--- config.mk ---
export PLATFORM = sky130hd
export DESIGN_NAME = downmix_linear_resampler_unit
export DESIGN_NICKNAME = d
export VERILOG_FILES = /design/src/rtl/dmlr_pkg.sv /design/src/rtl/dmlr_mono.sv /design/src/rtl/dmlr_interp.sv /design/src/rtl/downmix_linear_resampler_unit.sv
export SDC_FILE = /design/constraint.sdc
export NUM_CORES = 1
export LEC_CHECK = 0
export BUFFER_PORTS_ARGS = -buffer_cell sky130_fd_sc_hd__buf_2
export CORE_ASPECT_RATIO = 0.75
export CORE_MARGIN = 4
export CORE_UTILIZATION = 48
export CTS_BUF_LIST = sky130_fd_sc_hd__clkbuf_8
export CTS_CLUSTER_DIAMETER = 80
export CTS_CLUSTER_SIZE = 30
export DETAILED_ROUTE_END_ITERATION = 8
export PLACE_DENSITY = 0.78
export SLEW_MARGIN = 10
export SYNTH_ARGS = -nofsm -noshare
export SYNTH_HDL_FRONTEND = slang
export SYNTH_SLANG_ARGS = --single-unit
export TNS_END_PERCENT = 20
--- constraint.sdc ---
create_clock -name clk -period 4.5 [get_ports clk]
set_clock_uncertainty 0.05 [all_clocks]
set_input_delay 0.9 -clock clk [delete_from_list [all_inputs] [get_ports clk]]
set_output_delay 0.9 -clock clk [all_outputs]
set_load 0.02 [all_outputs]
--- src/rtl/dmlr_pkg.sv ---
// ----------------------------------------------------------------------------
// dmlr_pkg: shared types and constants of the downmix resampler
// Holds the sequencer states, unit status word, register codes and the
// fixed field widths used by every file of the block.
// ----------------------------------------------------------------------------
package dmlr_pkg;

	// Fixed widths of the ports.
	localparam int SAMPLE_W       = 16;
	localparam int NUM_CHAN_PORTS = 8;
	localparam int COUNT_W        = 4;
	localparam int STEP_W         = 21;
	localparam int CFG_DATA_W     = 32;
	localparam int CFG_ADDR_W     = 3;

	// Result count per input word.
	localparam logic [2:0] MAX_RESULTS = 3'd4;
	localparam logic [2:0] LAST_COUNT  = 3'd3;

	// Register index codes, taken from paddr[2].
	localparam logic CFG_CHANNEL_COUNT = 1'b0;
	localparam logic CFG_PHASE_STEP    = 1'b1;

	// Reset values of the registers.
	localparam logic [COUNT_W-1:0] CHANNEL_COUNT_RST = 4'd2;
	localparam logic [STEP_W-1:0]  PHASE_STEP_RST    = 21'd196608;

	// Status of a multi-cycle unit.
	typedef struct packed {
		logic busy;
		logic done;
	} unit_status_t;

	// Main sequencer states.
	typedef enum logic [2:0] {
		S_IDLE,
		S_MONO,
		S_CHECK,
		S_INTERP,
		S_EMIT
	} seq_state_t;

endpackage

--- src/rtl/dmlr_mono.sv ---
// ----------------------------------------------------------------------------
// dmlr_mono: channel downmix with a bit-serial divider
// Shifts the channel samples through an accumulator one channel per cycle,
// then divides the sum by the channel count one quotient bit per cycle.
// ----------------------------------------------------------------------------
module dmlr_mono #(
	parameter int MAX_CH = 8
) (
	input  logic                                                 clk,
	input  logic                                                 arst_n,
	input  logic                                                 start,
	input  logic                                                 silent,
	input  logic [dmlr_pkg::NUM_CHAN_PORTS-1:0][dmlr_pkg::SAMPLE_W-1:0] chans,
	input  logic [dmlr_pkg::COUNT_W-1:0]                         nch,
	output dmlr_pkg::unit_status_t                               status,
	output logic signed [dmlr_pkg::SAMPLE_W-1:0]                 mono
);
	import dmlr_pkg::*;

	localparam int SUM_W = SAMPLE_W + $clog2(MAX_CH);
	localparam int LAST  = MAX_CH + SUM_W;
	localparam int SW    = $clog2(LAST + 1);

	logic                       busy_q;
	logic                       done_q;
	logic [SW-1:0]              step_q;
	logic signed [SAMPLE_W-1:0] chan_q [MAX_CH];
	logic                       silent_q;
	logic signed [SUM_W-1:0]    acc_q;
	logic [SUM_W-1:0]           quot_q;
	logic [2:0]                 rem_q;
	logic                       neg_q;
	logic [COUNT_W-1:0]         nch_eff;
	logic [3:0]                 trial;
	logic                       qbit;

	// Channel count limited to the range the datapath supports.
	always_comb begin
		if (nch == '0) begin
			nch_eff = 4'd1;
		end else if (nch > COUNT_W'(MAX_CH)) begin
			nch_eff = COUNT_W'(MAX_CH);
		end else begin
			nch_eff = nch;
		end
	end

	// One restoring division step.
	assign trial = {rem_q, quot_q[SUM_W-1]};
	assign qbit  = (trial >= nch_eff);

	// Step counter and status.
	always_ff @(posedge clk or negedge arst_n) begin
		if (!arst_n) begin
			busy_q <= 1'b0;
			done_q <= 1'b0;
			step_q <= '0;
		end else begin
			done_q <= 1'b0;
			if (start) begin
				busy_q <= 1'b1;
				step_q <= '0;
			end else if (busy_q) begin
				step_q <= step_q + 1'b1;
				if (step_q == SW'(LAST)) begin
					busy_q <= 1'b0;
					done_q <= 1'b1;
				end
			end
		end
	end

	// Accumulate, take the magnitude, then divide.
	always_ff @(posedge clk) begin
		if (start) begin
			for (int i = 0; i < MAX_CH; i++) begin
				chan_q[i] <= chans[i];
			end
			silent_q <= silent;
			acc_q    <= '0;
		end else if (busy_q) begin
			if (step_q < SW'(MAX_CH)) begin
				if (!silent_q && step_q < SW'(nch_eff)) begin
					acc_q <= acc_q + SUM_W'(chan_q[0]);
				end
				for (int i = 0; i < MAX_CH - 1; i++) begin
					chan_q[i] <= chan_q[i+1];
				end
			end else if (step_q == SW'(MAX_CH)) begin
				neg_q  <= acc_q[SUM_W-1];
				quot_q <= acc_q[SUM_W-1] ? SUM_W'(-acc_q) : SUM_W'(acc_q);
				rem_q  <= '0;
			end else begin
				rem_q  <= qbit ? 3'(trial - nch_eff) : trial[2:0];
				quot_q <= {quot_q[SUM_W-2:0], qbit};
			end
		end
	end

	// The quotient truncates toward zero; the sign is put back here.
	assign mono   = neg_q ? SAMPLE_W'(-quot_q) : SAMPLE_W'(quot_q);
	assign status = '{busy: busy_q, done: done_q};

endmodule

--- src/rtl/dmlr_interp.sv ---
// ----------------------------------------------------------------------------
// dmlr_interp: linear interpolation and output scaling
// Forms prev + (cur - prev) * phase with a bit-serial shift-add multiplier,
// then scales by 32767/32768, rounds half away from zero and saturates.
// ----------------------------------------------------------------------------
module dmlr_interp #(
	parameter int F = 16
) (
	input  logic                                 clk,
	input  logic                                 arst_n,
	input  logic                                 start,
	input  logic signed [dmlr_pkg::SAMPLE_W-1:0] prev,
	input  logic signed [dmlr_pkg::SAMPLE_W-1:0] cur,
	input  logic [F-1:0]                         phase,
	output dmlr_pkg::unit_status_t               status,
	output logic signed [dmlr_pkg::SAMPLE_W-1:0] sample
);
	import dmlr_pkg::*;

	localparam int AW   = F + 17;
	localparam int XW   = F + 18;
	localparam int TW   = XW + 15;
	localparam int LAST = F + 3;
	localparam int SW   = $clog2(LAST + 1);
	localparam logic [TW:0] HALF = (TW + 1)'(1) << (14 + F);

	logic                       busy_q;
	logic                       done_q;
	logic [SW-1:0]              step_q;
	logic [F-1:0]               phase_sr_q;
	logic signed [SAMPLE_W:0]   diff_q;
	logic signed [SAMPLE_W-1:0] prev_q;
	logic signed [AW-1:0]       acc_q;
	logic signed [XW-1:0]       x_q;
	logic [XW-1:0]              mag_q;
	logic                       neg_q;
	logic [TW-1:0]              t_q;
	logic signed [SAMPLE_W-1:0] sample_q;
	logic [TW:0]                rnd;
	logic [18:0]                q;
	logic [18:0]                qc;

	// Rounding and saturation of the scaled magnitude.
	always_comb begin
		rnd = {1'b0, t_q} + HALF;
		q   = rnd[TW:15+F];
		if (neg_q) begin
			qc = (q > 19'd32768) ? 19'd32768 : q;
		end else begin
			qc = (q > 19'd32767) ? 19'd32767 : q;
		end
	end

	// Step counter and status.
	always_ff @(posedge clk or negedge arst_n) begin
		if (!arst_n) begin
			busy_q <= 1'b0;
			done_q <= 1'b0;
			step_q <= '0;
		end else begin
			done_q <= 1'b0;
			if (start) begin
				busy_q <= 1'b1;
				step_q <= '0;
			end else if (busy_q) begin
				step_q <= step_q + 1'b1;
				if (step_q == SW'(LAST)) begin
					busy_q <= 1'b0;
					done_q <= 1'b1;
				end
			end
		end
	end

	// Multiply MSB first, then add the base, take magnitude, scale, round.
	always_ff @(posedge clk) begin
		if (start) begin
			phase_sr_q <= phase;
			diff_q     <= (SAMPLE_W + 1)'(cur) - (SAMPLE_W + 1)'(prev);
			prev_q     <= prev;
			acc_q      <= '0;
		end else if (busy_q) begin
			if (step_q < SW'(F)) begin
				acc_q      <= (acc_q <<< 1) + (phase_sr_q[F-1] ? AW'(diff_q) : AW'(0));
				phase_sr_q <= phase_sr_q << 1;
			end else if (step_q == SW'(F)) begin
				x_q <= (XW'(prev_q) <<< F) + XW'(acc_q);
			end else if (step_q == SW'(F + 1)) begin
				neg_q <= x_q[XW-1];
				mag_q <= x_q[XW-1] ? XW'(-x_q) : XW'(x_q);
			end else if (step_q == SW'(F + 2)) begin
				t_q <= (TW'(mag_q) << 15) - TW'(mag_q);
			end else begin
				sample_q <= neg_q ? SAMPLE_W'(-qc) : SAMPLE_W'(qc);
			end
		end
	end

	assign sample = sample_q;
	assign status = '{busy: busy_q, done: done_q};

endmodule

--- src/rtl/downmix_linear_resampler_unit.sv ---
// ----------------------------------------------------------------------------
// downmix_linear_resampler_unit: mono downmix and linear resampler
// Averages the active channels of each frame and emits interpolated mono
// samples at the rate set by the phase step register.
// ----------------------------------------------------------------------------
// Usage:
//   Input channel: one frame word (chan0..chan7, silent) is taken when
//   in_valid is high and in_stall is low. in_stall stays high while a frame
//   is in work.
//   Output channel: each result word (out_sample, last_of_run) is held in an
//   output register until out_valid is high and out_stall is low. A frame
//   causes zero to four words; last_of_run marks the final one.
//   Timing: at eight channels the downmix shifts the channels through an
//   accumulator and then runs a 19-bit bit-serial divider; each result then
//   runs the bit-serial phase multiplier, plus any wait for the output
//   register, and a check state closes the frame. The next frame is taken
//   only after all of this.
//   A stalled receiver holds the last word; the sequencer then waits with
//   its next result until the output register is free.
//   Reset clears the phase and previous sample to zero and loads the
//   registers with channel_count = 2 and phase_step = 3.0.
//   Registers: channel_count at byte address 0, phase_step at 4; write only
//   while the block is idle.
// ----------------------------------------------------------------------------
module downmix_linear_resampler_unit #(
	parameter int MAX_CHANNELS    = 8,
	parameter int PHASE_FRAC_BITS = 16
) (
	input  logic                                   clk,
	input  logic                                   arst_n,
	input  logic                                   psel,
	input  logic                                   penable,
	input  logic                                   pwrite,
	input  logic [dmlr_pkg::CFG_ADDR_W-1:0]        paddr,
	input  logic [dmlr_pkg::CFG_DATA_W-1:0]        pwdata,
	output logic [dmlr_pkg::CFG_DATA_W-1:0]        prdata,
	output logic                                   pready,
	input  logic                                   in_valid,
	output logic                                   in_stall,
	input  logic signed [dmlr_pkg::SAMPLE_W-1:0]   chan0,
	input  logic signed [dmlr_pkg::SAMPLE_W-1:0]   chan1,
	input  logic signed [dmlr_pkg::SAMPLE_W-1:0]   chan2,
	input  logic signed [dmlr_pkg::SAMPLE_W-1:0]   chan3,
	input  logic signed [dmlr_pkg::SAMPLE_W-1:0]   chan4,
	input  logic signed [dmlr_pkg::SAMPLE_W-1:0]   chan5,
	input  logic signed [dmlr_pkg::SAMPLE_W-1:0]   chan6,
	input  logic signed [dmlr_pkg::SAMPLE_W-1:0]   chan7,
	input  logic                                   silent,
	output logic                                   out_valid,
	input  logic                                   out_stall,
	output logic signed [dmlr_pkg::SAMPLE_W-1:0]   out_sample,
	output logic                                   last_of_run
);
	import dmlr_pkg::*;

	localparam int F  = PHASE_FRAC_BITS;
	localparam int PW = ((F > STEP_W) ? F : STEP_W) + 1;
	localparam logic [PW-1:0] ONE      = PW'(1) << F;
	localparam logic [PW-1:0] MIN_STEP = PW'(1) << (F - 2);

	seq_state_t                 state_q, state_d;
	logic [COUNT_W-1:0]         channel_count_q;
	logic [STEP_W-1:0]          phase_step_q;
	logic [PW-1:0]              phase_q;
	logic signed [SAMPLE_W-1:0] prev_q;
	logic [2:0]                 count_q;
	logic                       out_valid_q;
	logic signed [SAMPLE_W-1:0] out_sample_q;
	logic                       last_q;
	logic                       cfg_write;
	logic                       accept;
	logic                       out_free;
	logic                       mono_start;
	logic                       interp_start;
	logic                       emit;
	logic                       finish;
	logic [PW-1:0]              step_eff;
	logic [PW-1:0]              next_phase;
	logic                       last_d;
	unit_status_t               mono_st;
	unit_status_t               interp_st;
	logic signed [SAMPLE_W-1:0] mono_sample;
	logic signed [SAMPLE_W-1:0] interp_sample;

	// Configuration port: writes complete in the access cycle.
	assign pready    = 1'b1;
	assign cfg_write = psel && penable && pwrite && pready;

	always_ff @(posedge clk or negedge arst_n) begin
		if (!arst_n) begin
			channel_count_q <= CHANNEL_COUNT_RST;
			phase_step_q    <= PHASE_STEP_RST;
		end else if (cfg_write) begin
			case (paddr[2])
				CFG_CHANNEL_COUNT: channel_count_q <= pwdata[COUNT_W-1:0];
				CFG_PHASE_STEP:    phase_step_q    <= pwdata[STEP_W-1:0];
				default: ;
			endcase
		end
	end

	always_comb begin
		case (paddr[2])
			CFG_CHANNEL_COUNT: prdata = CFG_DATA_W'(channel_count_q);
			CFG_PHASE_STEP:    prdata = CFG_DATA_W'(phase_step_q);
			default:           prdata = '0;
		endcase
	end

	// Handshakes.
	assign in_stall = (state_q != S_IDLE);
	assign accept   = in_valid && !in_stall;
	assign out_free = !out_valid_q || !out_stall;

	// Step held to at least one quarter, next phase and end-of-run flag.
	assign step_eff   = (PW'(phase_step_q) < MIN_STEP) ? MIN_STEP : PW'(phase_step_q);
	assign next_phase = phase_q + step_eff;
	assign last_d     = (next_phase >= ONE) || (count_q == LAST_COUNT);

	// Sequencer state register.
	always_ff @(posedge clk or negedge arst_n) begin
		if (!arst_n) begin
			state_q <= S_IDLE;
		end else begin
			state_q <= state_d;
		end
	end

	// Sequencer next state and controls.
	always_comb begin
		state_d      = state_q;
		mono_start   = 1'b0;
		interp_start = 1'b0;
		emit         = 1'b0;
		finish       = 1'b0;
		case (state_q)
			S_IDLE: begin
				if (in_valid) begin
					mono_start = 1'b1;
					state_d    = S_MONO;
				end
			end
			S_MONO: begin
				if (mono_st.done) begin
					state_d = S_CHECK;
				end
			end
			S_CHECK: begin
				if (phase_q < ONE && count_q < MAX_RESULTS) begin
					interp_start = 1'b1;
					state_d      = S_INTERP;
				end else begin
					finish  = 1'b1;
					state_d = S_IDLE;
				end
			end
			S_INTERP: begin
				if (interp_st.done) begin
					state_d = S_EMIT;
				end
			end
			S_EMIT: begin
				if (out_free) begin
					emit    = 1'b1;
					state_d = S_CHECK;
				end
			end
			default: begin
				state_d = S_IDLE;
			end
		endcase
	end

	// Phase, previous sample and result count.
	always_ff @(posedge clk or negedge arst_n) begin
		if (!arst_n) begin
			phase_q <= '0;
			prev_q  <= '0;
			count_q <= '0;
		end else if (emit) begin
			phase_q <= next_phase;
			count_q <= count_q + 1'b1;
		end else if (finish) begin
			phase_q <= phase_q - ONE;
			prev_q  <= mono_sample;
			count_q <= '0;
		end
	end

	// Output register.
	always_ff @(posedge clk or negedge arst_n) begin
		if (!arst_n) begin
			out_valid_q <= 1'b0;
		end else if (emit) begin
			out_valid_q <= 1'b1;
		end else if (!out_stall) begin
			out_valid_q <= 1'b0;
		end
	end

	always_ff @(posedge clk) begin
		if (emit) begin
			out_sample_q <= interp_sample;
			last_q       <= last_d;
		end
	end

	assign out_valid   = out_valid_q;
	assign out_sample  = out_sample_q;
	assign last_of_run = last_q;

	// Downmix unit.
	dmlr_mono #(
		.MAX_CH(MAX_CHANNELS)
	) u_mono (
		.clk    (clk),
		.arst_n (arst_n),
		.start  (mono_start),
		.silent (silent),
		.chans  ({chan7, chan6, chan5, chan4, chan3, chan2, chan1, chan0}),
		.nch    (channel_count_q),
		.status (mono_st),
		.mono   (mono_sample)
	);

	// Interpolation unit.
	dmlr_interp #(
		.F(F)
	) u_interp (
		.clk    (clk),
		.arst_n (arst_n),
		.start  (interp_start),
		.prev   (prev_q),
		.cur    (mono_sample),
		.phase  (phase_q[F-1:0]),
		.status (interp_st),
		.sample (interp_sample)
	);

	// A taken frame word blocks the input on the next cycle.
	a_stall_after_accept: assert property (@(posedge clk) disable iff (!arst_n)
		accept |=> in_stall)
		else $error("input not stalled after a frame word was taken");

	// No unit is at work while the sequencer waits for a frame.
	a_idle_units: assert property (@(posedge clk) disable iff (!arst_n)
		(state_q == S_IDLE) |-> (!mono_st.busy && !interp_st.busy))
		else $error("unit busy while sequencer idle");

	// A result loaded from the sequencer is offered on the next cycle.
	a_emit_valid: assert property (@(posedge clk) disable iff (!arst_n)
		emit |=> out_valid)
		else $error("emitted result not offered");

	// A frame never causes more than four results.
	a_count_limit: assert property (@(posedge clk) disable iff (!arst_n)
		count_q <= MAX_RESULTS)
		else $error("result count above limit");

endmodule

==> metrics.md, run 1 <==
| Metric | Value |
|---|---|
| Fin nets | 2840 |
| GRT Util Overall | 18.8% |
| DRC | 0 |
| Setup bufs post-CTS | 0 |
| Gate Count Post-Synth | 2356 |
| Maximum fanout count along the critical path | 9 |
| Final ANT Viol Nets | 0 |
| Routed WL per cell | 17.0 um |
| Unrepaired setup endpoints after global routing | false |
| Skew-Pair Late Insertion Delay | 640 ps |
| Die Y | 207 um |
| Ys Warns | 0 |
| CTS root buf | clkbuf_8 |
| Vias per inst | 5.59 |
| Layout area overhead | 8.73% |
| Die X | 273 um |
| Number of top-level pins | 223 |
| Hold buffers post-CTS | 0 |
| Worst-Margin Slew | 1140 ps |
| M2 GR Usage | 31.2% |
| Rows | 72 |
| Fin. Hold Viols | 0 |
| Vias in the first global route | 17.4k |
| Critical path buffers and inverters | 1 |
| Largest net degree at the start of global routing | 64 |
| Ys flop type | edfxtp_1 |
| Initial antenna violation count | 6 |
| HPWL Detailed | 41.6 mm |
| Max-Cap Viols | 0 |
| Crit path max-delay family | simple AND/OR/NAND/NOR gates |
| Post-Syn Area | 0.0253 mm2 |
| Syn Area/Cell | 10.7 um2 |
| Worst path max stage delay | 510 ps |
| Fin Setup TNS | 0 ps |
| Worst Hold Class | in2async |
| Total number of vias | 18.1k |
| PostCTS Resize Cnt | 0 |
| Crit path kind | reg2reg |
| DRT Pass-1 Iters | 5 |
| Gr ovfl total | 0 |
| Critical Path AT | 4550 ps |
| Clock slew at reported path FFs | 180 ps |
| First-pass GRT wire length | 88.0 mm |
| Status | finished clean |
| Sequential area share after synthesis | 50.7% |
| Slowest CP cell | or4_1 |
| PD cells | 632 mW/mm2 |
| Multi-input gate area | 0.0118 mm2 |
| Library cells used by synthesis | 76 |
| Core Region | 0.0518 mm2 |
| Fill cells | 4344 |
| F_max | 239 MHz |
| Tcrit/Tclk final | 93.0% |
| Placement-stage worst setup slack | 371 ps |
| TritonCTS clock tree | built |
| Drt total wl | 55.1 mm |
| Worst Reg-to-Reg Cells | 15 |
| CP Launch Type | flop |
| Worst VDD drop | 391 uV |
| Gpl congestion | 0.862 |
| Final setup vio count | 0 |
| Max Root-Sink Buffers | 3 |
| CP Capture Type | flop |
| Flops & latches, synth | 458 |
| H-tree depth | 1 |
| Crit-path cells | nor4_1, nand2_1, buf_4, and2_1, ha_1, nor4_1, a21oi_1, o2111ai_1, a31oi_1, a221o_1, a31o_2, nand3_1, nand2_1, xor2_1, or4_1 |
| Slew headroom | 23.6% |
| Worst endpoint required time | 4860 ps |
| Final Max Tran Viols | 0 |
| Met1 GRT Util | 26.8% |
| Minimum clock period | 4190 ps |
| Fraction of registers with async set/reset | 18.3% |
| GR peak layer | met2 |
| Critical path depth | 15 |
| Layout cells sized above 1 | 16.3% |
| Global-route track usage on met3 | 2.23% |
| Die area | 0.0564 mm2 |
| Post-synth EDFFs | 322 |
| Final WS setup | 315 ps |
| Violation count after the first detailed-route iteration | 1478 |
| Static Leak | 11.2 nW |
| Buffers on Ports | 197 |
| TritonCTS Buffers | 20 |
| Clock sink count | 458 |
| Starting Density | 48.8% |
| FF+latch area | 0.0128 mm2 |
kinds of logic after synthesis:
group	count (synthesis)	share of synthesized area (%)
muxes	136	6.01
and+or+nand+nor	757	14.3
DFF	458	50.7
other	2	0.0297
adders and majority gates	149	7.56
buffers and inverters	192	3.03
xor gates and xnor gates	177	6.13
AOI/OAI and AO/OA	485	12.2
synth_stat cells (20+ instances only):
master	instances	area, um2
nand2b_1	24	150
nand2_1	303	1140
nor2_1	149	559
xnor2_1	123	1080
dfxtp_1	52	1040
dfrtp_1	81	2030
and2_1	53	332
inv_1	97	364
xor2_1	54	473
clkbuf_1	70	263
a21o_1	44	330
o21ai_0	137	686
edfxtp_1	322	9670
nor3_1	41	205
o21a_1	20	150
ha_1	143	1790
a21oi_1	124	621
mux2_2	126	1420
nand3_1	46	230
and3_1	22	138
worst paths after layout:
path / from / endpoint / slack (ps)
worst max register to register: phase_step_q[18]$_DFFE_PN0P_ / last_of_run$_DFFE_PP_ / 310
max in group asynchronous: arst_n / phase_step_q[16]$_DFFE_PN1P_ / 3210
worst max-delay path: phase_step_q[18]$_DFFE_PN0P_ / last_of_run$_DFFE_PP_ / 310
min in group clk: chan7[11] / u_mono.chan_q[0][123]$_DFFE_PP_ / 370
worst min register to register: u_interp.sample[9]$_DFFE_PP_ / out_sample[9]$_DFFE_PP_ / 390
worst min-delay path: arst_n / phase_q[11]$_DFFE_PN0P_ / 270
report_power, final:
part           switching, mW  leakage, nW  internal, mW
clock network           1.30        0.244         0.492
logic                   4.55         6.44          3.66
registers              0.853         4.54          6.51
final cells by class:
type | count | share of cell area (%)
clock inverters | 14 | 0.355
inverters | 99 | 1.35
diodes | 3 | 0.0273
multi-input cells | 1716 | 42.9
clock buffers | 22 | 1.10
repair buffers | 225 | 4.45
flip-flops and latches | 458 | 46.6
well taps | 703 | 3.20
metrics by stage:
stage / util (%) / hold slack, ps / total power, mW / area, um2 / std cells
after floorplan: - / 350 / 13.6 / 25300 / 2366
after global placement: 52.2 / 352 / 15.1 / 27100 / 3201
after detailed placement: 52.2 / 355 / 15.6 / 27100 / 3201
after CTS: 53.0 / 264 / 17.4 / 27500 / 3237
after global routing: 53.0 / 291 / 18.7 / 27500 / 3239
final: 53.0 / 268 / 17.4 / 27500 / 3240
metal layers:
layer / vias up / wire length [um]
met1: 8781 / 25400
met3: 85 / 2300
met4: 4 / 1100
li1: 8813 / -
met5: - / 27
met2: 423 / 26300
flip-flops by register name, indices dropped and copies added (netlist names), 19 cells and up:
signal,flops
u_mono.chan_q,128
u_interp.mag_q,34
u_interp.x_q,34
u_interp.acc_q,33
phase_q,22
phase_step_q,21
u_interp.t_q,19
u_mono.acc_q,19
u_mono.quot_q,19
cells in the final DEF, fill, tap and decap left out, types with 18 or more instances in the layout:
master      n
edfxtp_1  322
nand2_1   302
buf_2     196
nor2_1    149
ha_1      143
o21ai_0   137
mux2_2    126
a21oi_1   124
xnor2_1   122
inv_1     107
dfrtp_1    81
xor2_1     54
and2_1     53
dfxtp_1    52
nand3_1    45
a21o_1     44
nor3_1     39
buf_4      27
nand2b_1   24
clkbuf_8   22
and3_1     21
o21a_1     20
o31ai_1    19
nand4_1    18
a211oi_1   18
No activity file was read; power rests on OpenSTA's default activity.
==> run 2: changes to the inputs <==
--- a/config.mk
+++ b/config.mk
@@ -17,5 +17,6 @@
 export SLEW_MARGIN = 10
 export SYNTH_ARGS = -nofsm -noshare
 export SYNTH_HDL_FRONTEND = slang
+export SYNTH_HIERARCHICAL = 1
 export SYNTH_SLANG_ARGS = --single-unit
 export TNS_END_PERCENT = 20
==> metrics.md, run 2 <==
| Metric | Value |
|---|---|
| Placed Cells | 3222 (+0.66%) |
| Vias in the first global route | 18.2k (+4.2%) |
| Met2 wire len | 27.6 mm (+4.8%) |
| Met3 wire len | 2.71 mm (+18%) |
| Layout Utilization | 53.0% (about the same) |
| Starting Density | 48.8% (about the same) |
| Die area | 0.0580 mm2 (+2.8%) |
| Syn Area/Cell | 11.0 um2 (+2.1%) |
| Max-Cap Viols | 0 (unchanged) |
| Maximum fanout count along the critical path | 7 (-2) |
| Fill cells | 4567 (+5.1%) |
| Fin. Hold Viols | 0 (unchanged) |
| Finished Layout Cells | 3267 (+0.83%) |
| Crit path kind | reg2reg |
| Routed WL per cell | 17.7 um (+4.0%) |
| Violation count after the first detailed-route iteration | 1565 (+5.9%) |
| DRC | 0 (unchanged) |
| Sequential power share | 41.5% (-0.9 points) |
| Final WS setup | 277 ps (-37.6 ps) |
| Post-Syn Area | 0.0260 mm2 (+2.9%) |
| Buffers on Ports | 197 (unchanged) |
| Gate Count Post-Synth | 2375 (+0.81%) |
| Most common cell after layout, fill and taps aside | edfxtp_1 |
| CP Launch Type | flop |
| Slew headroom | 26.9% (+3.3 points) |
| Switching Fraction | 39.6% (+0.95 points) |
| Critical Path AT | 4570 ps (+20 ps) |
| Worst Hold Class | in2async |
| Power Total | 17.8 mW (+2.3%) |
| F_max | 237 MHz (-0.89%) |
| Initial antenna violation count | 1 (-5) |
| Final ANT Viol Nets | 0 (unchanged) |
| PD cells | 629 mW/mm2 (-0.54%) |
| DRT Pass-1 Iters | 5 (unchanged) |
| Worst VDD drop | 471 uV (+20%) |
| Hold Slack | 263 ps (-4.83 ps) |
| Final setup vio count | 0 (unchanged) |
| GRT Util Overall | 19.0% (+0.16 points) |
| Gpl congestion | 0.912 (+5.7%) |
| Static Leak | 11.3 nW (+0.96%) |
| Worst-Margin Slew | 1090 ps (-51.6 ps) |
| DRT met1 WL | 26.6 mm (+5.0%) |
| P_sw | 7.03 mW (+4.9%) |
| Critical Path Start | u_interp/t_q[30]$_DFFE_PP_ |
| Layout cells sized above 1 | 18.7% (+2.4 points) |
| Clock sink count | 458 (unchanged) |
| Fin Setup TNS | 0 ps (unchanged) |
| Rows | 73 (+1.4%) |
| Worst path max stage delay | 470 ps (-40 ps) |
| Final Max Tran Viols | 0 (unchanged) |
| Minimum clock period | 4220 ps (+37.6 ps) |
| Largest net degree at the start of global routing | 97 (+52%) |
| TritonCTS Buffers | 22 (+10%) |
| Skew-Pair Late Insertion Delay | 630 ps (about the same) |
| Total number of vias | 18.6k (+2.6%) |
| Placement-stage worst setup slack | 177 ps (-194 ps) |
| Slowest CP cell | edfxtp_1 |
| P_int | 10.7 mW (+0.74%) |
| HPWL Detailed | 43.9 mm (+5.3%) |
| Largest Register | u_mono/chan_q |
| Tcrit/Tclk final | 93.8% (+0.83 points) |
| Most frequent cells in the layout | edfxtp_1 (322), nand2_1 (238), buf_2 (196) |
| CP Capture Type | flop |
| Die Y | 210 um (+1.4%) |
| Number of top-level pins | 223 (unchanged) |
| Status | finished clean |
| First-pass GRT wire length | 92.5 mm (+5.1%) |
| Max Root-Sink Buffers | 3 (unchanged) |
| Clock slew at reported path FFs | 170 ps (about the same) |
| Clock Power Share | 10.7% (+0.4 points) |
| Fin nets | 2857 (+0.60%) |
| Highest routed layer | met4 |
| Multi-input gate area | 0.0124 mm2 (+5.6%) |
| Ys Warns | 6 (+6) |
| H-tree depth | 1 (unchanged) |
| Drt total wl | 57.8 mm (+4.9%) |
| Post-route cell area | 0.0283 mm2 (+2.9%) |
| Largest registers | u_mono/chan_q: 128 flops, u_interp/mag_q: 34 flops, u_interp/x_q: 34 flops |
| Max reg flops | 128 (unchanged) |
| CTS root buf | clkbuf_8 |
| Logic pwr share | 47.8% (+0.5 points) |
| Worst endpoint required time | 4850 ps (about the same) |
| Unrepaired setup endpoints after global routing | false |
| FF+latch area | 0.0128 mm2 (unchanged) |
| Most common cell type on the critical path | nand2_1 |
| Gr ovfl total | 0 (unchanged) |
| Vias per inst | 5.69 (+1.8%) |
| Layout area overhead | 8.70% (about the same) |
| Die X | 277 um (+1.4%) |
| Placement Cell Area | 0.0277 mm2 (+2.5%) |
| Core Region | 0.0533 mm2 (+3.0%) |
| Crit-path cells | ha_2, nand4_1, nor3_2, mux2_2, o21a_1, nor3b_1, nand2_1, o41ai_2, buf_4, a21o_1, inv_1, ha_1, a21boi_0, nand2_1, a21oi_1, a311o_1 |
| Worst r2r src | u_interp/t_q[30]$_DFFE_PP_ |
| TritonCTS clock tree | built |
run 2: worst paths after layout:
| path | end | slack [ps] | depth (start not counted) |
|---|---|---|---|
| worst max-delay path | u_interp/sample[6]$_DFFE_PP_ | 280 | 16 |
| worst min-delay path | phase_q[9]$_DFFE_PN0P_ | 260 | 1 |
| worst max register to register | u_interp/sample[6]$_DFFE_PP_ | 280 | 16 |
| worst min register to register | out_sample[6]$_DFFE_PP_ | 390 | 0 |
| max in group asynchronous | channel_count_q[1]$_DFFE_PN1P_ | 3220 | 2 |
| min in group clk | u_mono/chan_q[1][58]$_DFFE_PP_ | 380 | 1 |
run 2: critical path, delay by kind of cell, from the launching register on:
family	cells	cell delay (ps)
AOI/OAI and AO/OA	6	1360
adders and majority gates	2	530
buffers and inverters	2	250
DFF	1	470
muxes	1	350
and+or+nand+nor	5	1000
run 2: power by group through the flow:
stage	combinational [mW]	sequential, mW	clock (mW)
final	8.49	7.37	1.91
after global placement	8.01	7.37	0
after CTS	8.43	7.35	1.97
after floorplan	6.76	7.05	0
after detailed placement	8.38	7.45	0
after global routing	9.41	7.51	2.13
run 2: timing repair:
item,in CTS,in global routing
buffers inserted,0,2
endpoints found under the setup margin,0,5
hold endpoints to repair,0,0
resized for setup,0,5
hold buffers,0,0
run 2: cell type report:
type                    instances  share of cell area (%)
clock buffers                  24                    1.17
well taps                     712                    3.15
clock inverters                16                   0.571
inverters                     101                    1.34
repair buffers                228                    4.43
flip-flops and latches        458                    45.3
diodes                          2                  0.0177
multi-input cells            1726                    44.0
run 2: layer usage:
layer / GRT usage [%] / up-vias
met5: 0 / -
met2: 32.0 / 541
li1: - / 9003
met4: 3.23 / 0
met1: 27.0 / 8970
met3: 2.14 / 67
